==> config.mk <==
export PLATFORM = sky130hd
export DESIGN_NAME = psp_fifo
export DESIGN_NICKNAME = d
export VERILOG_FILES = /design/src/psp_pkg.sv /design/src/psp_fifo.sv
export SDC_FILE = /design/constraint.sdc
export NUM_CORES = 1
export LEC_CHECK = 0
export ABC_AREA = 1
export BUFFER_PORTS_ARGS = -buffer_cell sky130_fd_sc_hd__buf_4
export CELL_PAD_IN_SITES_DETAIL_PLACEMENT = 1
export CELL_PAD_IN_SITES_GLOBAL_PLACEMENT = 1
export CORE_MARGIN = 5
export CORE_UTILIZATION = 43
export CTS_CLUSTER_DIAMETER = 200
export DETAILED_ROUTE_END_ITERATION = 10
export GPL_TIMING_DRIVEN = 1
export PLACE_DENSITY = 0.86
export SYNTH_ARGS = -nofsm -noshare
export SYNTH_HDL_FRONTEND = slang
export SYNTH_SLANG_ARGS = --single-unit
==> constraint.sdc <==
create_clock -name clk -period 6.41 [get_ports clk]
set_input_delay 0.3205 -clock clk [delete_from_list [all_inputs] [get_ports clk]]
set_output_delay 0.3205 -clock clk [all_outputs]
set_load 0.02 [all_outputs]
==> src/psp_pkg.sv <==
// Shared widths and item types for the point-to-segment proximity test.
package psp_pkg;
  localparam int CoordW = 24;
  localparam int DiffW  = CoordW + 1;
  localparam int ProdW  = 2 * DiffW;
  localparam int SumW   = ProdW + 2;
  localparam int LFrac  = 16;
  localparam int QW     = LFrac + 1;
  localparam int MulW   = QW + 1 + DiffW;
  localparam int AbsW   = DiffW + 3;
  localparam int DistW  = 27;
  localparam int FifoDepth = 4;
  localparam int FifoAw    = 2;

  typedef struct packed {
    logic                      span;
    logic [2:0][DiffW-1:0]     rel;
    logic [2:0][DiffW-1:0]     dl;
    logic [SumW-1:0]           num;
    logic [SumW-1:0]           len2;
  } item_t;

  typedef struct packed {
    logic push;
    logic full;
  } fifo_ctl_t;
endpackage

==> src/psp_fifo.sv <==
// Short queue between the front and back parts.
module psp_fifo import psp_pkg::*; (
  input  logic      clk,
  input  logic      rst_n,
  input  fifo_ctl_t ctl_in,
  input  item_t     wdata,
  output logic      full,
  output logic      rvalid,
  output item_t     rdata
);
  item_t mem_r [FifoDepth];
  logic [FifoAw-1:0] wp_r, rp_r;
  logic [FifoAw:0]   cnt_r;
  logic              pop;

  assign pop    = cnt_r != '0;
  assign rvalid = pop;
  assign full   = cnt_r == (FifoAw+1)'(FifoDepth);
  assign rdata  = mem_r[rp_r];

  always_ff @(posedge clk) begin
    if (ctl_in.push) mem_r[wp_r] <= wdata;
  end

  always_ff @(posedge clk) begin
    if (!rst_n) begin
      wp_r <= '0; rp_r <= '0; cnt_r <= '0;
    end else begin
      if (ctl_in.push) wp_r <= wp_r + 1'b1;
      if (pop) rp_r <= rp_r + 1'b1;
      cnt_r <= cnt_r + (FifoAw+1)'(ctl_in.push) - (FifoAw+1)'(pop);
    end
  end
endmodule

Word level (Yosys, flattened, before mapping)
Memory sizes are Yosys's and may differ from the RTL's. A register that Yosys moved wholly into a read port is not among the register bits.
Cells that the tools add are included.

word-level totals
  output and inout port bits = 257
  memory bits (read-only) = 0
  logic and storage cells = 14
  memory bits (writable) = 1020
  memories kept = 1
  bits of input ports = 259
  latch bits = 0
  bits in registers = 7

cells by class
  equal/unequal tests = 1
  add/subtract/negate cells = 4
  bitwise gates (word level) = 0
  shift operators = 0
  mux-type cells = 4
  reduce and logical (&&, ||, !) cells = 1
  divide/modulo/power cells = 0
  $lt $le $gt $ge = 0
  multiply operators = 0

memories
  memory  depth  width  read ports  clocked after memory_dff  write ports  line            text
  mem_r   4      255    1           1                         1            psp_fifo.sv:11  item_t mem_r [FifoDepth];

operator list
  cell                 count
  $add 2x1->2 const B  2
  $mux 2               2
  $add 3x1->3          1
  $eq 3x3->1 const B   1
  $reduce_bool 3->1    1
  $sub 3x1->3          1
  $mux 1               2

Logic depth before layout (Yosys ltp)
  depth after elaboration = 3
  depth in mapped cells = 9
  depth with buffers taken out = 9

Least setup slack after synthesis
Ideal clock, no wire load.

  path type = register -> register
  start = register wp_r[0]
  end = memory mem_r[2][0] (netlist name) (enable)
  path slack = 0.327 ns
  arrival time = 5.477 ns
  stages on the path, launching flop included = 5
  period minus slack after synthesis = 6.083 ns
  path through = dfxtp_1 inv_1 ha_1 nand2_1 inv_1

RTL lines
  element                 line            text
  start, declared         psp_fifo.sv:12  logic [FifoAw-1:0] wp_r, rp_r;
  start signal, assigned  psp_fifo.sv:29  if (ctl_in.push) wp_r <= wp_r + 1'b1;
  end, declared           psp_fifo.sv:11

Straight into the memory's write port.

==> metrics.csv <==
metric;value;unit
H-tree Lvls;3;
RSZ-0062 raised after global routing;no;
Worst setup EP type;primary output;
critical path type;flip-flop to primary output;
Max-cap violations;0;
area of the mapped netlist;40200;um^2
area leader, netlist;edfxtp_1;
largest net degree at the start of global routing;269;
Net Sw Power;7.89;mW
Total Neg Setup Slack;0;ns
WL final;121;mm
Post-Layout Cell Count;5128;
GRT Util Overall;0.233;
Logic pwr share;0.344;
HP Class;input port to flip-flop;
DRC errors left;0;
Tmin final;3.89;ns
Worst-Skew Late Latency;0.67;ns
Req. time, crit path;6.09;ns
vias in the first global route;29600;
sw frac;0.362;
Final Max Tran Viols;0;
PwrDens;426;nW/um^2
cts bufs inserted;107;
slowest stage delay, CP;1.13;ns
via count;27000;
total I/O pin count;516;
crit start category;flip-flop;
die area;99700;um^2
Lkg Pwr;19.7;nW
critical path, cell by cell;buf_12 > a21oi_1 > o21ai_0 > nand2_1 > buf_4;
antenna violations before repair;23;
CTS sink cnt;1029;
Yosys cell types;16;
Die Ht;316;um
per-cell routed wire length;23.5;um
GR Overflow Total;0;
actual slew at the worst max-slew pin;1.28;ns
P&R area growth vs syn;27.4;%
Seq pwr share;0.365;
Initial Util;0.432;
Reg2Reg Setup Slack;3.70;ns
status;completed;
GPL Wtd Cong;0.733;
Post-Syn Instances;3037;
most frequent cells in the layout;edfxtp_1 (1020), nand2_1 (525), inv_1 (523), buf_4 (523), a21oi_1 (261);
post-route clock period utilization;0.606;
pre-CTS setup slack;3.46;ns
HPWL Detailed;63.4;mm
Int Pwr;13.9;mW
post-route worst setup slack;2.52;ns
Net Count, Synth;3303;
chip width;316;um
Root Driver;clkbuf_16;
register area share after synthesis;0.766;
share of cells above drive strength 1;0.180;
power after layout;21.8;mW
fin nets;4032;
core area;93000;um^2
commonest non-fill, non-tap cell in the layout;edfxtp_1;
PortBufs;514;
placed cells;4654;
Worst-path clk slew;0.06;ns
setup repair bufs after CTS;0;
Clock Power Share;0.291;
slowest CP cell;dfxtp_4;
WP data arrival;3.57;ns
final hold vios;0;
Post-Syn Area per Cell;13.2;um^2
post-synth top area share;0.762;
Critical path buffers and inverters;2;
Initial DRT Pass Iterations;5;
row count;112;
drt via density;5.26;
DR iter-0 viols;2103;
Max Clk Rate;0.257;GHz
maximum vdd ir drop;0.365;mV
antenna-violating nets left;0;
Warnings, synthesis;0;
Slew Limit Headroom;0.148;
CTS tree;done;
maximum root-to-sink buffer count;3;
setup violators final;0;
CP Max Fanout;268;
Synth area leaders;edfxtp_1 (76%), inv_1 (4.9%), nand2_1 (4.9%);
CP top delay family;flip-flops;
clock skew;0.0371;ns
synthesized flop and latch total;1029;
first-pass GRT wire length;178;mm
==> worst reg2reg max path, cell delays in order (launching register included) <==
cell and delay [ns]:
dfxtp_1 0.38, ha_1 0.17, nand2_1 0.13, inv_8 0.60
buf_4 0.90
==> flip-flops by register name, summed over array words and instances (netlist names), named ones only <==
register  flops
rp_r          2
cnt_r         3
wp_r          2
mem_r      1020
==> synthesized netlist by cell type <==
library cell / count
a21oi_1: 261
buf_1: 2
buf_2: 130
buf_4: 6
buf_6: 1
clkbuf_1: 31
dfxtp_1: 9
edfxtp_1: 1020
fa_1: 1
ha_1: 6
inv_1: 527
nand2_1: 525
nand3_1: 3
nor2_1: 3
o211ai_1: 255
o21ai_0: 257
==> cell type report <==
type	count	area, um^2
Fill cell	9316	41800
Inverter	527	2010
Timing Repair Buffer	790	6700
Sequential cell	1029	30800
Antenna cell	23	57.6
Clock inverter	58	588
Multi-Input combinational cell	1311	6600
Clock buffer	136	2910
Tap cell	1254	1570
==> final timing paths <==
| kind | start | end | cells after the start |
|---|---|---|---|
| setup / recovery | flip-flop | rdata[57] | 5 |
| setup reg to reg | wp_r[0] | mem_r[3][75] | 4 |
| hold reg to reg | rp_r[1] | flip-flop | 2 |
| hold / removal | wdata[198] | mem_r[0][198] | 2 |
==> power by group through the flow <==
stage	sequential, mW	clock, mW	combinational [mW]
after floorplan	7.97	0	4.30
after global placement	8.05	0	6.78
after detailed placement	8.08	0	7.09
after CTS	7.95	6.33	7.36
after global routing	7.98	6.78	7.98
final	7.96	6.35	7.51
==> per-stage QoR <==
step	hold WS [ns]	cell area (um^2)	util
2_1_floorplan	0.414	40200	-
3_3_place_gp	0.493	45100	0.485
3_5_place_dp	0.514	45100	0.485
4_1_cts	0.337	51200	0.550
5_1_grt	0.359	51200	0.551
6_report	0.394	51200	0.551
==> routing by layer <==
metal	global-route usage	vias up	wire, um
met4	0.115	4	6440
li1	-	12100	-
met1	0.246	13600	41900
met5	0	-	19
met2	0.437	977	65100
met3	0.0508	336	7240
==> timing repair <==
action                    in CTS  in global routing
hold endpoints to repair    1029                  0
resized for setup              0                  0
hold buffers                 257                  0
==> logic make-up after synthesis <==
family                     count (synthesis)  share of synthesized area
AOI/OAI and AO/OA                        773                      0.112
adders and majority gates                  7                    0.00236
buffers and inverters                    697                     0.0698
DFF                                     1029                      0.766
and+or+nand+nor                          531                     0.0497
(Power assumes the default switching activity.)
